### src/hw/rtl/slxd_pkg.sv
`timescale 1ns / 1ps

package slxd_pkg;

    localparam int MAX_PAYLOAD_DEF = 32;

    // Sync byte pair, fixed header-plus-checksum overhead of a frame.
    localparam logic [7:0] SYNC_LO   = 8'hAA;
    localparam logic [7:0] SYNC_HI   = 8'h55;
    localparam int         HDR_BYTES = 6;

    // Input queue between the receive side and the deframing engine.
    localparam int IQ_DEPTH = 4;

    localparam int PAYLOAD_INDEX_W = 5;
    localparam int M_TDATA_W       = 24;

    typedef struct packed {
        logic                       last;
        logic                       empty_frame;
        logic [PAYLOAD_INDEX_W-1:0] payload_index;
        logic [7:0]                 payload_byte;
        logic [7:0]                 pkt_type;
    } res_t;

endpackage

### src/hw/rtl/slxd_ram.sv
`timescale 1ns / 1ps

module slxd_ram #(
    parameter int WIDTH  = 8,
    parameter int DEPTH  = 38,
    parameter int ADDR_W = $clog2(DEPTH)
) (
    input  logic              aclk,
    input  logic              we,
    input  logic [ADDR_W-1:0] waddr,
    input  logic [WIDTH-1:0]  wdata,
    input  logic [ADDR_W-1:0] raddr,
    output logic [WIDTH-1:0]  rdata
);

    logic [WIDTH-1:0] mem [DEPTH];

    always_ff @(posedge aclk) begin
        if (we) begin
            mem[waddr] <= wdata;
        end
        rdata <= mem[raddr];
    end

endmodule

### src/hw/rtl/slxd_in_queue.sv
`timescale 1ns / 1ps

module slxd_in_queue import slxd_pkg::*; (
    input  logic       aclk,
    input  logic       aresetn,
    input  logic       s_tvalid,
    output logic       s_tready,
    input  logic [7:0] s_tdata,   // rx_byte
    output logic       q_valid,
    output logic [7:0] q_byte,
    input  logic       q_pop
);

    localparam int QAW = $clog2(IQ_DEPTH);

    logic [7:0]   mem [IQ_DEPTH];
    logic [QAW:0] wr_ptr_reg, wr_ptr_next;
    logic [QAW:0] rd_ptr_reg, rd_ptr_next;
    logic         full;
    logic         push;

    assign full = (wr_ptr_reg[QAW] != rd_ptr_reg[QAW]) &&
                  (wr_ptr_reg[QAW-1:0] == rd_ptr_reg[QAW-1:0]);
    assign s_tready = !full;
    assign push     = s_tvalid && !full;
    assign q_valid  = (wr_ptr_reg != rd_ptr_reg);
    assign q_byte   = mem[rd_ptr_reg[QAW-1:0]];

    always_comb begin
        wr_ptr_next = push ? wr_ptr_reg + (QAW+1)'(1) : wr_ptr_reg;
        rd_ptr_next = (q_pop && q_valid) ? rd_ptr_reg + (QAW+1)'(1) : rd_ptr_reg;
    end

    always_ff @(posedge aclk) begin
        if (!aresetn) begin
            wr_ptr_reg <= '0;
            rd_ptr_reg <= '0;
        end else begin
            wr_ptr_reg <= wr_ptr_next;
            rd_ptr_reg <= rd_ptr_next;
        end
    end

    always_ff @(posedge aclk) begin
        if (push) begin
            mem[wr_ptr_reg[QAW-1:0]] <= s_tdata;
        end
    end

endmodule

### src/hw/rtl/slxd_engine.sv
`timescale 1ns / 1ps

module slxd_engine import slxd_pkg::*; #(
    parameter int MAX_PAYLOAD = MAX_PAYLOAD_DEF
) (
    input  logic       aclk,
    input  logic       aresetn,
    input  logic       q_valid,
    input  logic [7:0] q_byte,
    output logic       q_pop,
    input  logic       m_ready,
    output logic       m_valid,
    output res_t       m_res
);

    localparam int DEPTH = MAX_PAYLOAD + HDR_BYTES;
    localparam int AW    = $clog2(DEPTH);
    localparam int SW    = AW + 1;
    localparam int FW    = $clog2(DEPTH + 1);
    localparam int LW    = $clog2(MAX_PAYLOAD + 1);

    typedef enum logic [9:0] {
        S_IDLE    = 10'b00_0000_0001,
        S_CHECK   = 10'b00_0000_0010,
        S_SCAN    = 10'b00_0000_0100,
        S_FOUND   = 10'b00_0000_1000,
        S_LEN_LO  = 10'b00_0001_0000,
        S_LEN_HI  = 10'b00_0010_0000,
        S_TYPE    = 10'b00_0100_0000,
        S_SUM     = 10'b00_1000_0000,
        S_SUM_CHK = 10'b01_0000_0000,
        S_EMIT    = 10'b10_0000_0000
    } state_t;

    state_t        state_reg, state_next;
    logic [AW-1:0] start_reg, start_next;
    logic [FW-1:0] fill_reg, fill_next;
    logic [AW-1:0] idx_reg, idx_next;
    logic          prev_aa_reg, prev_aa_next;
    logic [7:0]    len_lo_reg, len_lo_next;
    logic [LW-1:0] len_reg, len_next;
    logic [LW-1:0] k_reg, k_next;
    logic [7:0]    sum_reg, sum_next;
    logic [7:0]    type_reg, type_next;
    logic          m_valid_reg, m_valid_next;
    res_t          res_reg, res_next;

    logic [SW-1:0] rd_off;
    logic [FW-1:0] drop_n;
    logic          do_drop;
    logic          ram_we;
    logic [AW-1:0] ram_waddr;
    logic [AW-1:0] ram_raddr;
    logic [7:0]    rd_data;
    logic [15:0]   len_full;
    logic          too_long;
    logic          too_short;
    logic          out_free;
    logic          emit_last;

    // Store positions are offsets from the oldest held byte, wrapped once.
    function automatic logic [AW-1:0] wrap(input logic [SW-1:0] s);
        if (s >= SW'(DEPTH)) begin
            return AW'(s - SW'(DEPTH));
        end
        return AW'(s);
    endfunction

    slxd_ram #(
        .WIDTH (8),
        .DEPTH (DEPTH)
    ) u_store (
        .aclk  (aclk),
        .we    (ram_we),
        .waddr (ram_waddr),
        .wdata (q_byte),
        .raddr (ram_raddr),
        .rdata (rd_data)
    );

    assign ram_waddr = wrap(SW'(start_reg) + SW'(fill_reg));
    assign ram_raddr = wrap(SW'(start_reg) + rd_off);
    assign m_valid   = m_valid_reg;
    assign m_res     = res_reg;

    always_comb begin
        state_next   = state_reg;
        start_next   = start_reg;
        fill_next    = fill_reg;
        idx_next     = idx_reg;
        prev_aa_next = prev_aa_reg;
        len_lo_next  = len_lo_reg;
        len_next     = len_reg;
        k_next       = k_reg;
        sum_next     = sum_reg;
        type_next    = type_reg;
        res_next     = res_reg;
        rd_off       = '0;
        drop_n       = '0;
        do_drop      = 1'b0;
        ram_we       = 1'b0;
        q_pop        = 1'b0;

        len_full  = {rd_data, len_lo_reg};
        too_long  = len_full > 16'(MAX_PAYLOAD);
        too_short = 17'(fill_reg) < 17'(len_full) + 17'(HDR_BYTES);
        out_free  = !m_valid_reg || m_ready;
        emit_last = (len_reg == '0) || (k_reg == len_reg - LW'(1));

        case (state_reg)
            S_IDLE: begin
                if (q_valid) begin
                    q_pop = 1'b1;
                    if (fill_reg < FW'(DEPTH)) begin
                        ram_we    = 1'b1;
                        fill_next = fill_reg + FW'(1);
                    end
                    state_next = S_CHECK;
                end
            end
            S_CHECK: begin
                if (fill_reg >= FW'(HDR_BYTES)) begin
                    idx_next     = '0;
                    prev_aa_next = 1'b0;
                    state_next   = S_SCAN;
                end else begin
                    state_next = S_IDLE;
                end
            end
            S_SCAN: begin
                if (prev_aa_reg && rd_data == SYNC_HI) begin
                    do_drop    = 1'b1;
                    drop_n     = FW'(idx_reg) - FW'(1);
                    state_next = S_FOUND;
                end else if (FW'(idx_reg) == fill_reg - FW'(1)) begin
                    // No sync pair held: keep only a trailing sync lead byte.
                    do_drop    = 1'b1;
                    drop_n     = (rd_data == SYNC_LO) ? fill_reg - FW'(1) : fill_reg;
                    state_next = S_IDLE;
                end else begin
                    idx_next     = idx_reg + AW'(1);
                    rd_off       = SW'(idx_reg) + SW'(1);
                    prev_aa_next = (rd_data == SYNC_LO);
                end
            end
            S_FOUND: begin
                if (fill_reg >= FW'(HDR_BYTES)) begin
                    rd_off     = SW'(3);
                    state_next = S_LEN_LO;
                end else begin
                    state_next = S_IDLE;
                end
            end
            S_LEN_LO: begin
                len_lo_next = rd_data;
                rd_off      = SW'(4);
                state_next  = S_LEN_HI;
            end
            S_LEN_HI: begin
                if (too_long) begin
                    do_drop    = 1'b1;
                    drop_n     = FW'(1);
                    state_next = S_CHECK;
                end else if (too_short) begin
                    state_next = S_IDLE;
                end else begin
                    len_next   = LW'(len_full);
                    sum_next   = len_lo_reg ^ rd_data;
                    rd_off     = SW'(2);
                    state_next = S_TYPE;
                end
            end
            S_TYPE: begin
                type_next  = rd_data;
                sum_next   = sum_reg ^ rd_data;
                k_next     = '0;
                rd_off     = SW'(5);
                state_next = (len_reg == '0) ? S_SUM_CHK : S_SUM;
            end
            S_SUM: begin
                sum_next = sum_reg ^ rd_data;
                rd_off   = SW'(6) + SW'(k_reg);
                if (k_reg == len_reg - LW'(1)) begin
                    state_next = S_SUM_CHK;
                end else begin
                    k_next = k_reg + LW'(1);
                end
            end
            S_SUM_CHK: begin
                if (rd_data != sum_reg) begin
                    do_drop    = 1'b1;
                    drop_n     = FW'(1);
                    state_next = S_CHECK;
                end else begin
                    k_next     = '0;
                    rd_off     = SW'(5);
                    state_next = S_EMIT;
                end
            end
            S_EMIT: begin
                // While the output register is blocked the same entry is read again.
                if (out_free) begin
                    res_next.pkt_type      = type_reg;
                    res_next.payload_byte  = (len_reg == '0) ? 8'h00 : rd_data;
                    res_next.payload_index = PAYLOAD_INDEX_W'(k_reg);
                    res_next.empty_frame   = (len_reg == '0);
                    res_next.last          = emit_last;
                    rd_off                 = SW'(6) + SW'(k_reg);
                    if (emit_last) begin
                        do_drop    = 1'b1;
                        drop_n     = FW'(len_reg) + FW'(HDR_BYTES);
                        state_next = S_IDLE;
                    end else begin
                        k_next = k_reg + LW'(1);
                    end
                end else begin
                    rd_off = SW'(5) + SW'(k_reg);
                end
            end
            default: begin
                state_next = S_IDLE;
            end
        endcase

        if (do_drop) begin
            start_next = wrap(SW'(start_reg) + SW'(drop_n));
            fill_next  = fill_reg - drop_n;
        end

        if (state_reg == S_EMIT && out_free) begin
            m_valid_next = 1'b1;
        end else if (m_ready) begin
            m_valid_next = 1'b0;
        end else begin
            m_valid_next = m_valid_reg;
        end
    end

    always_ff @(posedge aclk) begin
        if (!aresetn) begin
            state_reg   <= S_IDLE;
            start_reg   <= '0;
            fill_reg    <= '0;
            m_valid_reg <= 1'b0;
        end else begin
            state_reg   <= state_next;
            start_reg   <= start_next;
            fill_reg    <= fill_next;
            m_valid_reg <= m_valid_next;
        end
    end

    always_ff @(posedge aclk) begin
        idx_reg     <= idx_next;
        prev_aa_reg <= prev_aa_next;
        len_lo_reg  <= len_lo_next;
        len_reg     <= len_next;
        k_reg       <= k_next;
        sum_reg     <= sum_next;
        type_reg    <= type_next;
        res_reg     <= res_next;
    end

endmodule

### src/hw/rtl/sync_length_xor_packet_deframer_core.sv
`timescale 1ns / 1ps
// The engine takes one byte from the queue at a time, and only while idle; it then scans the held
// bytes for a sync pair, reads the length, type and payload to check the XOR sum, and emits
// the frame's results one by one, all through the single read port of the byte store.
// A bad checksum or an oversized length drops one byte and repeats the scan.
// A 4-entry input queue and an output register let either side stall on its own.
// Reset (aresetn low, synchronous) empties the store and the queue; no clearing pass runs.

module sync_length_xor_packet_deframer_core import slxd_pkg::*; #(
    parameter int MAX_PAYLOAD = MAX_PAYLOAD_DEF
) (
    input  logic                 aclk,
    input  logic                 aresetn,
    input  logic                 s_tvalid,
    output logic                 s_tready,
    input  logic [7:0]           s_tdata,   // [7:0] rx_byte
    output logic                 m_tvalid,
    input  logic                 m_tready,
    output logic [M_TDATA_W-1:0] m_tdata,   // [7:0] pkt_type, [15:8] payload_byte,
                                            // [20:16] payload_index, [23:21] zero
    output logic [0:0]           m_tuser,   // [0] empty_frame
    output logic                 m_tlast
);

    logic       q_valid;
    logic [7:0] q_byte;
    logic       q_pop;
    res_t       res;

    slxd_in_queue u_in_queue (
        .aclk     (aclk),
        .aresetn  (aresetn),
        .s_tvalid (s_tvalid),
        .s_tready (s_tready),
        .s_tdata  (s_tdata),
        .q_valid  (q_valid),
        .q_byte   (q_byte),
        .q_pop    (q_pop)
    );

    slxd_engine #(
        .MAX_PAYLOAD (MAX_PAYLOAD)
    ) u_engine (
        .aclk    (aclk),
        .aresetn (aresetn),
        .q_valid (q_valid),
        .q_byte  (q_byte),
        .q_pop   (q_pop),
        .m_ready (m_tready),
        .m_valid (m_tvalid),
        .m_res   (res)
    );

    assign m_tdata = {3'b000, res.payload_index, res.payload_byte, res.pkt_type};
    assign m_tuser = res.empty_frame;
    assign m_tlast = res.last;

endmodule

### config.mk
export PLATFORM = sky130hd
export DESIGN_NAME = sync_length_xor_packet_deframer_core
export DESIGN_NICKNAME = d
export VERILOG_FILES = /design/src/hw/rtl/slxd_pkg.sv /design/src/hw/rtl/slxd_ram.sv /design/src/hw/rtl/slxd_in_queue.sv /design/src/hw/rtl/slxd_engine.sv /design/src/hw/rtl/sync_length_xor_packet_deframer_core.sv
export SDC_FILE = /design/constraint.sdc
export NUM_CORES = 1
export LEC_CHECK = 0
export ABC_AREA = 1
export CORE_UTILIZATION = 60
export CTS_CLUSTER_SIZE = 24
export DETAILED_ROUTE_END_ITERATION = 16
export DONT_BUFFER_PORTS = 1
export PLACE_DENSITY_LB_ADDON = 0.25
export SETUP_SLACK_MARGIN = 0.4
export SYNTH_ARGS = -nofsm -noshare
export SYNTH_HDL_FRONTEND = slang
export SYNTH_SLANG_ARGS = --single-unit
### constraint.sdc
create_clock -name aclk -period 13 [get_ports aclk]
set_clock_uncertainty 0.05 [all_clocks]
set_input_delay 1.95 -clock aclk [delete_from_list [all_inputs] [get_ports aclk]]
set_output_delay 1.95 -clock aclk [all_outputs]
set_load 0.02 [all_outputs]
; Yosys cells after proc, flatten, opt, wreduce, memory -nomap -nowiden
; Memories as Yosys holds them, arrays and structs flattened. A register that Yosys moved wholly into a read port is not among the register bits.
; Index checks and enable logic that the tools add are counted.
[word_totals]
reg_bits = 95
ram_bits = 336
out_inout_bits = 28
elab_cells = 186
n_memories = 2
[mem_list]
columns = memory, depth, width, read_ports, rd_clocked_by_memory_dff, wr, line_no
row1 = u_engine.u_store.mem, 38, 8, 1, 1, 1, slxd_ram.sv:16  ; logic [WIDTH-1:0] mem [DEPTH];
row2 = u_in_queue.mem, 4, 8, 1, 1, 1, slxd_in_queue.sv:16  ; logic [7:0] mem [IQ_DEPTH];
[op_classes]
add_sub_neg = 20
n_lt_le_gt_ge = 7
eq_ne = 31
muxes = 79
n_bitwise = 4
reduce_logical = 25
[op_table]
columns = cell, count
row1 = two-way mux 6 bit, 22
row2 = one-hot mux 10 bit (10 select lines), 1
row3 = two-way mux 10 bit, 8
row4 = one-hot mux 7 bit (8 select lines), 1
row5 = one-hot mux 6 bit (4 select lines), 2
row6 = two-way mux 7 bit, 5
row7 = two-way mux 1 bit, 26
row8 = "greater-or-equal comparator 7 x 6 -> 1 bit, second input constant", 3
row9 = "adder 6 x 1 -> 6 bit, second input constant", 3
row10 = "subtractor 6 x 1 -> 6 bit, second input constant", 3
row11 = "subtractor 6 bit, second input constant", 3
row12 = "adder 16 x 3 -> 17 bit, second input constant", 1
row13 = less-than comparator 6 x 17 -> 1 bit, 1
row14 = "greater-than comparator 16 x 6 -> 1 bit, second input constant", 1
row15 = two-way mux 8 bit, 2
row16 = "!= test 2 bit, second input constant", 8
row17 = one-hot mux 8 bit (2 select lines), 1
row18 = XOR 8 bit, 2
row19 = "adder 3 x 6 -> 7 bit, first input constant", 2
row20 = adder 6 x 6 -> 7 bit, 2
row21 = == test 6 bit, 2
row22 = one-hot mux 6 bit (2 select lines), 1
row23 = nonzero test 2 bit, 6
row24 = "== test 10 x 1 -> 1 bit, second input constant", 1
row25 = 41 further kinds, 59

; Depth between registers and ports, before layout
; Gate-level depths: netlist of the first run.
[logic_depth]
word_depth = 11
depth_mapped = 32
mapped_depth_nobuf = 31

; Cells and area by module
; A second synthesis of the first run with hierarchy kept.
[hier_totals]
hier_cells = 2080
hier_area_um2 = 21033.9
[modules_own_cells]
columns = module, n_inst, cells_per_inst, area_per_inst_um2
row1 = slxd_ram, 1, 1073, 12615.8
row2 = slxd_engine, 1, 855, 6716.4
row3 = slxd_in_queue, 1, 148, 1675.4
row4 = sync_length_xor_packet_deframer_core, 1, 4, 26.3

; Worst setup path before layout of the first run
; Ideal clock, no wire load.
[synth_path]
kind = input to register
from = input port m_tready
to = register u_engine.u_store.rdata[0], read port of u_engine.u_store.mem
setup_time_ns = 0.113
t_arrival_ns = 5.422
slack_ns = 7.415
path_stages = 25
path_cell_list = nor2_1 > inv_1 > nor2_2 > inv_1 > o21ai_0 > a21oi_1 > o2111ai_1 > ha_1 > inv_1 > fa_1 > inv_1 > ha_1 > inv_1 > nand3_1 > o21ai_4 > nand3_2 > nand2_2 > buf_6 > nand2_1 > nand3_1 > nand3_1 > nand3_1 > nand2_1 > nand2_1 > nand2_1
[synth_between]
elab_chain_cells = 7
elab_cells_between_ends = 9
cone_classes = add/sub: 2 / order compare: 1 / mux: 5 / reduce/logical: 1
[synth_rtl]
columns = element, line_no
row1 = start: declaration, sync_length_xor_packet_deframer_core.sv:18  ; input logic m_tready,
row2 = logical OR 1 bit (*), slxd_engine.sv:107  ; out_free = !m_valid_reg || m_ready;
row3 = two-way mux 7 bit (*), slxd_engine.sv:202  ; if (out_free) begin
row4 = one-hot mux 7 bit (8 select lines) (*), slxd_engine.sv:110  ; case (state_reg)
row5 = adder 6 x 7 -> 7 bit (*), slxd_engine.sv:82  ; assign ram_raddr = wrap(SW'(start_reg) + rd_off);
row6 = subtractor 6 bit or greater-or-equal comparator 7 x 6 -> 1 bit (tied branches), "slxd_engine.sv:64, slxd_engine.sv:63"
row7 = two-way mux 6 bit or two-way mux 1 bit (tied branches), slxd_engine.sv:63  ; if (s >= SW'(DEPTH)) begin
row8 = two-way mux 6 bit (*), slxd_engine.sv:66  ; return AW'(s);
row9 = end: declaration, slxd_ram.sv:13  ; output logic [WIDTH-1:0] rdata
; Every way passes the cells marked *; elsewhere a longest branch is shown, timed or not. The select of a mux whose other input is x is not followed.
; A chain may end at the register's enable or synchronous reset.

; Final worst setup path of the first run
[layout_path]
from = input port m_tready
to = register u_engine.u_store.rdata[2], read port of u_engine.u_store.mem
; Same word-level chain as after synthesis.

==> impl_table.tex, run 1 <==
\begin{tabular}{lr}
\hline
Metric & Value \\
\hline
\multicolumn{2}{l}{\textbf{STA}} \\
Unrepaired setup endpoints after global routing & false \\
Final hold viol count & 0 \\
Slew of the pin with the lowest slew margin & 1.259 ns \\
Number of slew-limit violations in the final report & 0 \\
Tmin final & 6.803 ns \\
Smallest setup slack after layout & 6.197 ns \\
Relative slew margins & 16.08\% \\
Fin Hold WS & 0.3687 ns \\
Sum of negative setup slack & 0 ns \\
Achievable frequency & 147.0 MHz \\
Portion of the clock cycle consumed by the worst path in the final layout & 52.33\% \\
Setup Viol. Count Final & 0 \\
\multicolumn{2}{l}{\textbf{Logic synthesis}} \\
Avg Cell Area, Syn & 11.45 um2 \\
EDFF count, synth & 402 \\
Post-synthesis instance area & 20,680 um2 \\
Warnings from Yosys & 0 \\
Register area share after synthesis & 62.13\% \\
Fraction of registers with async set or reset after synthesis & 0\% \\
Number of instances in the synthesized netlist & 1,806 \\
Post-synth cell types & 53 \\
Flip-flop cell with the highest count after synthesis & edfxtp\_1 \\
Flop and latch count out of synthesis & 441 \\
\multicolumn{2}{l}{\textbf{Setup path}} \\
Critical path buffer and inverter count & 6 \\
WS Path Type & in2reg \\
Data arrival time of the critical path & 7.21 ns \\
CP endpoint kind & flop \\
Cell type with the highest occurrence count on the critical path & inv\_1 \\
Critical path launch point type & primary input \\
Worst path top cell family by delay & simple AND/OR/NAND/NOR gates \\
Crit-path max FO & 56 \\
Crit-path slowest cell & fa\_1 \\
Data required time of the worst path & 13.40 ns \\
Slowest cell delay on critical path & 0.60 ns \\
\multicolumn{2}{l}{\textbf{Power}} \\
Fraction of power consumed by combinational cells & 22.9\% \\
Net Sw Frac & 31.93\% \\
Power density normalized to cell area & 182.1 nW/um2 \\
Net switching power & 1.317 mW \\
Leak Pwr & 8.275 nW \\
Clock power frac & 31.4\% \\
Internal power summed over all cells & 2.807 mW \\
Fraction of power consumed by sequential logic & 45.7\% \\
VDD IR max & 0.0001452 V \\
Total power & 4.123 mW \\
\multicolumn{2}{l}{\textbf{Clock tree}} \\
CTS root buffer & clkbuf\_16 \\
Clock Sinks & 441 \\
CTS tree & done \\
CTS resizes & 0 \\
\# hold bufs at CTS & 0 \\
Count of H-tree levels built during CTS & 2 \\
Total CTS buffers & 45 \\
Clock slew at the register clock pins of the worst setup and hold paths & 0.06 ns \\
Post-CTS setup buffers & 0 \\
Number of buffers on the longest clock path & 3 \\
Worst-Skew Late Latency & 0.56 ns \\
\multicolumn{2}{l}{\textbf{Placement}} \\
Pre-CTS setup slack & 5.702 ns \\
HPWL after detailed placement & 31,400 um \\
Buffers added on ports & 0 \\
Routability congestion estimate & 0.9620 \\
\multicolumn{2}{l}{\textbf{Finish}} \\
Diodes inserted & 0 \\
Number of flip-flops in the largest register & 304 \\
Area Overhead vs Synth & 9.448\% \\
Sequential standard cell area & 12,850 um2 \\
Share of final-layout standard cells stronger than drive strength 1 & 7.880\% \\
Register bank with the most flops & u\_engine.u\_store.mem \\
Total number of nets in the final design & 1,869 \\
Fillcell total & 2,421 \\
Multi-input logic area & 7106 um2 \\
\multicolumn{2}{l}{\textbf{Route}} \\
First-pass detailed-route iteration total & 8 \\
Routed wire length per instance & 20.97 um \\
Violation count after the first detailed-routing iteration & 1,541 \\
Total number of vias & 13.78k \\
Total Wirelength & 47,980 um \\
Count of unresolved DRC violations after routing & 0 \\
Residual antenna-violating net count after detailed routing & 0 \\
Ratio of routed vias to standard cells & 6.021 \\
\multicolumn{2}{l}{\textbf{Global routing}} \\
Residual overflow from global routing & 0 \\
Number of antenna violations at the first check in global routing & 0 \\
Largest net degree at the start of global routing & 63 \\
Global-route wire length before repair & 75,400 um \\
Vias in the first global route & 13.52k \\
Aggregate global-route resource usage & 27.81\% \\
\multicolumn{2}{l}{\textbf{Hold path}} \\
Path type of the worst min-delay path & reg2reg \\
\multicolumn{2}{l}{\textbf{Die}} \\
Total Die Area & 35,220 um2 \\
Count of standard-cell rows & 67 \\
DIE HEIGHT & 187.7 um \\
I/O pins & 40 \\
Die X-Extent & 187.7 um \\
Area of the core & 33,700 um2 \\
Starting utilization of the core area & 61.38\% \\
\multicolumn{2}{l}{\textbf{Outcome}} \\
Result of the run & completed \\
\multicolumn{2}{l}{\textbf{Run}} \\
Number of max-cap violations & 0 \\
\hline
\end{tabular}
## Yosys cell counts, drive strengths merged (2+ instances only)
cell     number  area [um2]
nand3       211        1076
mux2i       137        1371
o21ai        82       455.4
inv         146       548.0
or2          11       68.82
nor4         13       96.34
fa            4       80.08
mux2         16       180.2
a21oi        50       254.0
edfxtp      402       12070
o221ai        3       26.28
xor2         34       312.8
o22ai        18       112.6
dfxtp        39       780.8
ha           48       600.6
a21o          3       22.52
o211ai        7       52.55
a211oi        5       37.54
nor2        153       599.3
o2111ai       3       26.28
xnor2        14       122.6
nor3         13       65.06
a31oi         2       12.51
clkinv        3       11.26
buf          30       197.7
clkbuf       31       116.4
a221oi        3       26.28
nand4        16       115.1
nand2       301        1184
## final timing paths
path / endpoint / cells after the start / startpoint / slack (ns)
hold reg to reg: u_engine.m_res[2] / 0 / u_engine.type_reg[2] / 0.37
setup reg to reg: u_engine.u_store.rdata[2] / 27 / u_engine.len_lo_reg[1] / 6.50
setup / recovery: u_engine.u_store.rdata[2] / 25 / m_tready / 6.20
hold / removal: u_engine.m_res[2] / 0 / u_engine.type_reg[2] / 0.37
## power groups by stage
stage | clock network, mW | registers, mW | logic (mW)
2_1_floorplan | 0 | 1.86 | 0.632
5_1_grt | 1.36 | 1.89 | 1.04
3_5_place_dp | 0 | 1.91 | 0.929
6_report | 1.30 | 1.88 | 0.944
3_3_place_gp | 0 | 1.90 | 0.903
4_1_cts | 1.31 | 1.88 | 0.936
## placed cells by master (no fill, tap or decap), types with 5 or more instances in the layout
cell,n
edfxtp_1,402
nor2_1,146
clkinv_2,9
clkinv_1,8
bufinv_16,5
mux2i_1,137
inv_1,144
nor3_1,13
a21oi_1,49
or2_2,11
ha_1,47
nor4_1,11
xor2_1,32
o22ai_1,10
a211oi_1,5
o211ai_1,7
nand2_1,293
o21ai_0,75
dfxtp_1,39
nand4_1,15
clkbuf_16,46
nand3_1,207
nor2_2,5
clkbuf_1,12
mux2_2,16
buf_4,11
xnor2_1,14
o22ai_4,8
## cell type report
type | count | share of cell area [%]
Timing Repair Buffer | 11 | 0.3648
Multi-Input combinational cell | 1157 | 31.39
Sequential cell | 441 | 56.77
Clock buffer | 60 | 5.405
Tap cell | 448 | 2.476
Inverter | 149 | 2.470
Clock inverter | 22 | 1.127
## metal layers
layer	part of all wire, %	vias up	track usage (%)
li1	-	6403	-
met1	41	6671	37.13
met2	48	587	45.85
met3	7.5	116	4.417
met4	3.6	0	10.94
met5	0	-	0
## per-stage QoR
stage / cell area (um2) / cells / util, %
CTS: 22640 / 2288 / 67.18
detailed placement: 21160 / 2206 / 62.79
floorplan: 20690 / 1808 / -
global placement: 21160 / 2206 / 62.79
finish: 22640 / 2288 / 67.18
global route: 22640 / 2288 / 67.18
## cell families (layout without fill, tap and decap cells)
group / count (synthesis) / in the layout / synth area share, %
AOI/OAI and AO/OA: 181 / 181 / 5.166
xor gates and xnor gates: 48 / 48 / 2.105
adders and majority gates: 52 / 52 / 3.291
buffers and inverters: 210 / 242 / 4.222
DFF: 441 / 441 / 62.13
muxes: 153 / 153 / 7.501
other: 1 / 3 / 0.01813
and+or+nand+nor: 720 / 720 / 15.56
(Power assumes the default switching activity.)
==> run 2: changes to the inputs <==
- CORE_UTILIZATION: 60 -> 58
- clock period: 13 -> 6.2 ns (I/O delays scaled with it)
==> impl_table.tex, run 2 (synthesis gave the netlist of run 1 again) <==
\begin{tabular}{lr}
\hline
Metric & Value \\
\hline
\multicolumn{2}{l}{\textbf{Clock tree}} \\
Total CTS buffers & 45 (unchanged) \\
Worst-Skew Late Latency & 0.59 ns (+0.03 ns) \\
Clock Sinks & 441 (unchanged) \\
Count of H-tree levels built during CTS & 2 (unchanged) \\
Clock slew at the register clock pins of the worst setup and hold paths & 0.06 ns (about the same) \\
CTS root buffer & clkbuf\_16 \\
Number of buffers on the longest clock path & 3 (unchanged) \\
CTS tree & done \\
\multicolumn{2}{l}{\textbf{Setup path}} \\
Cell type with the highest occurrence count on the critical path & nand2\_1 \\
Slowest cell delay on critical path & 0.43 ns (-0.17 ns) \\
Count of cells along the worst register-to-register path & 31 (+15\%) \\
Flop2flop setup slack & 0.77 ns (-5.73 ns) \\
Worst R2R Start & u\_engine.len\_lo\_reg[1] \\
Origin of the worst setup path & u\_engine.len\_lo\_reg[1] \\
Data arrival time of the critical path & 5.85 ns (-1.36 ns) \\
Reg-to-Reg End & u\_engine.u\_store.rdata[0] \\
Critical path buffer and inverter count & 5 (-1) \\
Crit-path slowest cell & edfxtp\_1 \\
Critical path launch point type & flop \\
Worst path top cell family by delay & simple AND/OR/NAND/NOR gates \\
Data required time of the worst path & 6.62 ns (-6.78 ns) \\
Crit-path max FO & 32 (-43\%) \\
CP endpoint kind & flop \\
WS Path Type & reg2reg \\
\multicolumn{2}{l}{\textbf{Hold path}} \\
Path type of the worst min-delay path & reg2reg \\
Number of instances on the worst hold path & 0 (unchanged) \\
Worst min-delay path endpoint & u\_engine.m\_res[3] \\
Start point of the worst hold path & u\_engine.type\_reg[3] \\
\multicolumn{2}{l}{\textbf{STA}} \\
Fin Hold WS & 0.3680 ns (-0.0006430 ns) \\
Sum of negative setup slack & 0 ns (unchanged) \\
Setup Viol. Count Final & 0 (unchanged) \\
Relative slew margins & 19.41\% (+3.3 points) \\
Unrepaired setup endpoints after global routing & false \\
Final hold viol count & 0 (unchanged) \\
Number of slew-limit violations in the final report & 0 (unchanged) \\
Slew of the pin with the lowest slew margin & 1.209 ns (-0.05000 ns) \\
Portion of the clock cycle consumed by the worst path in the final layout & 87.51\% \\
Tmin final & 5.426 ns \\
Achievable frequency & 184.3 MHz \\
\multicolumn{2}{l}{\textbf{Finish}} \\
Most common cell after layout, fill and taps aside & edfxtp\_1 \\
Final Core Density & 65.52\% (-1.7 points) \\
Sequential standard cell area & 12,850 um2 (unchanged) \\
Number of flip-flops in the largest register & 304 (unchanged) \\
Total number of nets in the final design & 1,882 (+0.70\%) \\
Post-layout instance area & 22,800 um2 (+0.71\%) \\
Share of final-layout standard cells stronger than drive strength 1 & 8.797\% (+0.92 points) \\
Area Overhead vs Synth & 10.23\% \\
Multi-input logic area & 7163 um2 (+0.81\%) \\
Register bank with the most flops & u\_engine.u\_store.mem \\
Fillcell total & 2,565 (+5.9\%) \\
Highest-count cells in the layout ignoring fill and taps & edfxtp\_1 (402), nand2\_1 (293), nand3\_1 (207) \\
Diodes inserted & 0 (unchanged) \\
\multicolumn{2}{l}{\textbf{Power}} \\
Leak Pwr & 8.338 nW (+0.76\%) \\
Power density normalized to cell area & 377.0 nW/um2 (+110\%) \\
VDD IR max & 0.0004108 V (+180\%) \\
Total power & 8.595 mW (+110\%) \\
\multicolumn{2}{l}{\textbf{Route}} \\
Residual antenna-violating net count after detailed routing & 0 (unchanged) \\
Total number of vias & 13.85k (+0.49\%) \\
Total Wirelength & 48,690 um (+1.5\%) \\
Violation count after the first detailed-routing iteration & 1,384 (-10\%) \\
Routed wire length per instance & 21.10 um (+0.60\%) \\
First-pass detailed-route iteration total & 8 (unchanged) \\
Ratio of routed vias to standard cells & 5.999 (-0.38\%) \\
Count of unresolved DRC violations after routing & 0 (unchanged) \\
\multicolumn{2}{l}{\textbf{Placement}} \\
Standard cell area after detailed placement & 21,220 um2 (+0.27\%) \\
Buffers added on ports & 0 (unchanged) \\
HPWL after detailed placement & 32,070 um (+2.1\%) \\
Routability congestion estimate & 0.9434 (-1.9\%) \\
\multicolumn{2}{l}{\textbf{Global routing}} \\
Largest net degree at the start of global routing & 153 (+140\%) \\
Global-route wire length before repair & 74,750 um (-0.86\%) \\
Aggregate global-route resource usage & 27.12\% (-0.69 points) \\
Number of antenna violations at the first check in global routing & 0 (unchanged) \\
Vias in the first global route & 13.42k (-0.74\%) \\
Residual overflow from global routing & 0 (unchanged) \\
\multicolumn{2}{l}{\textbf{Die}} \\
Die X-Extent & 190.8 um (+1.7\%) \\
Starting utilization of the core area & 59.44\% (-1.9 points) \\
Area of the core & 34,800 um2 (+3.3\%) \\
Total Die Area & 36,420 um2 (+3.4\%) \\
I/O pins & 40 (unchanged) \\
DIE HEIGHT & 190.8 um (+1.7\%) \\
Count of standard-cell rows & 68 (+1.5\%) \\
\multicolumn{2}{l}{\textbf{Run}} \\
Number of max-cap violations & 0 (unchanged) \\
\multicolumn{2}{l}{\textbf{Outcome}} \\
Result of the run & completed \\
\hline
\end{tabular}
## run 2: cell count changes in the layout (fill, tap and decap cells not counted), sizes merged
cell	delta
buf	+12
bufinv	-1
clkbuf	-8
clkinv	+5
clkinvlp	+3
inv	+1
nand2	+1
## run 2: per-layer routing
metal	GRT usage, %	routed length [um]
met5	0	0
met4	9.662	1539
met3	4.877	4031
met2	44.57	23310
met1	36.15	19810
## run 2: metrics by stage
stage / setup slack [ns] / std cells
finish: 0.7744 / 2308
CTS: 0.4028 / 2298
detailed placement: 0.1744 / 2216
global placement: 0.2192 / 2216
global route: 0.4170 / 2308
floorplan: 1.635 / 1808
## run 2: timing repair
action | in CTS | in global routing
pin swaps | 0 | 4
cloned | 0 | 1
setup buffers | 0 | 9
setup endpoints to repair | 8 | 8
hold buffers | 0 | 0
gates resized for setup | 3 | 7
## run 2: worst register-to-register path: cells and delay by family, from the launching register on
kind	cells	cell delay, ns
buffers and inverters	5	0.76
DFF	1	0.43
xor gates and xnor gates	1	0.43
adders and majority gates	3	0.75
and+or+nand+nor	17	2.23
AOI/OAI and AO/OA	5	0.67
## run 2: how the worst max path moves through the flow
stage	slack, ns	to	cells past startpoint
2_1_floorplan	1.64	u_engine.u_store.rdata[0]	25
3_3_place_gp	0.22	u_engine.u_store.rdata[4]	26
3_5_place_dp	0.17	u_engine.u_store.rdata[4]	26
4_1_cts	0.40	u_engine.u_store.rdata[4]	28
5_1_grt	0.42	u_engine.u_store.rdata[4]	29
6_report	0.77	u_engine.u_store.rdata[0]	31
## run 2: power by group
| part | internal (mW) | total [mW] | switching [mW] |
|---|---|---|---|
| sequential | 3.74 | 3.93 | 0.195 |
| combinational | 0.565 | 1.99 | 1.43 |
| clock | 1.51 | 2.67 | 1.16 |
| total | 5.82 | 8.60 | 2.78 |
## run 2: area by class of cell
cell class | count | share of cell area, %
Sequential cell | 441 | 56.37
Multi-Input combinational cell | 1158 | 31.42
Inverter | 149 | 2.453
Timing Repair Buffer | 23 | 0.9384
Clock inverter | 30 | 1.273
Clock buffer | 52 | 5.054
Tap cell | 455 | 2.497
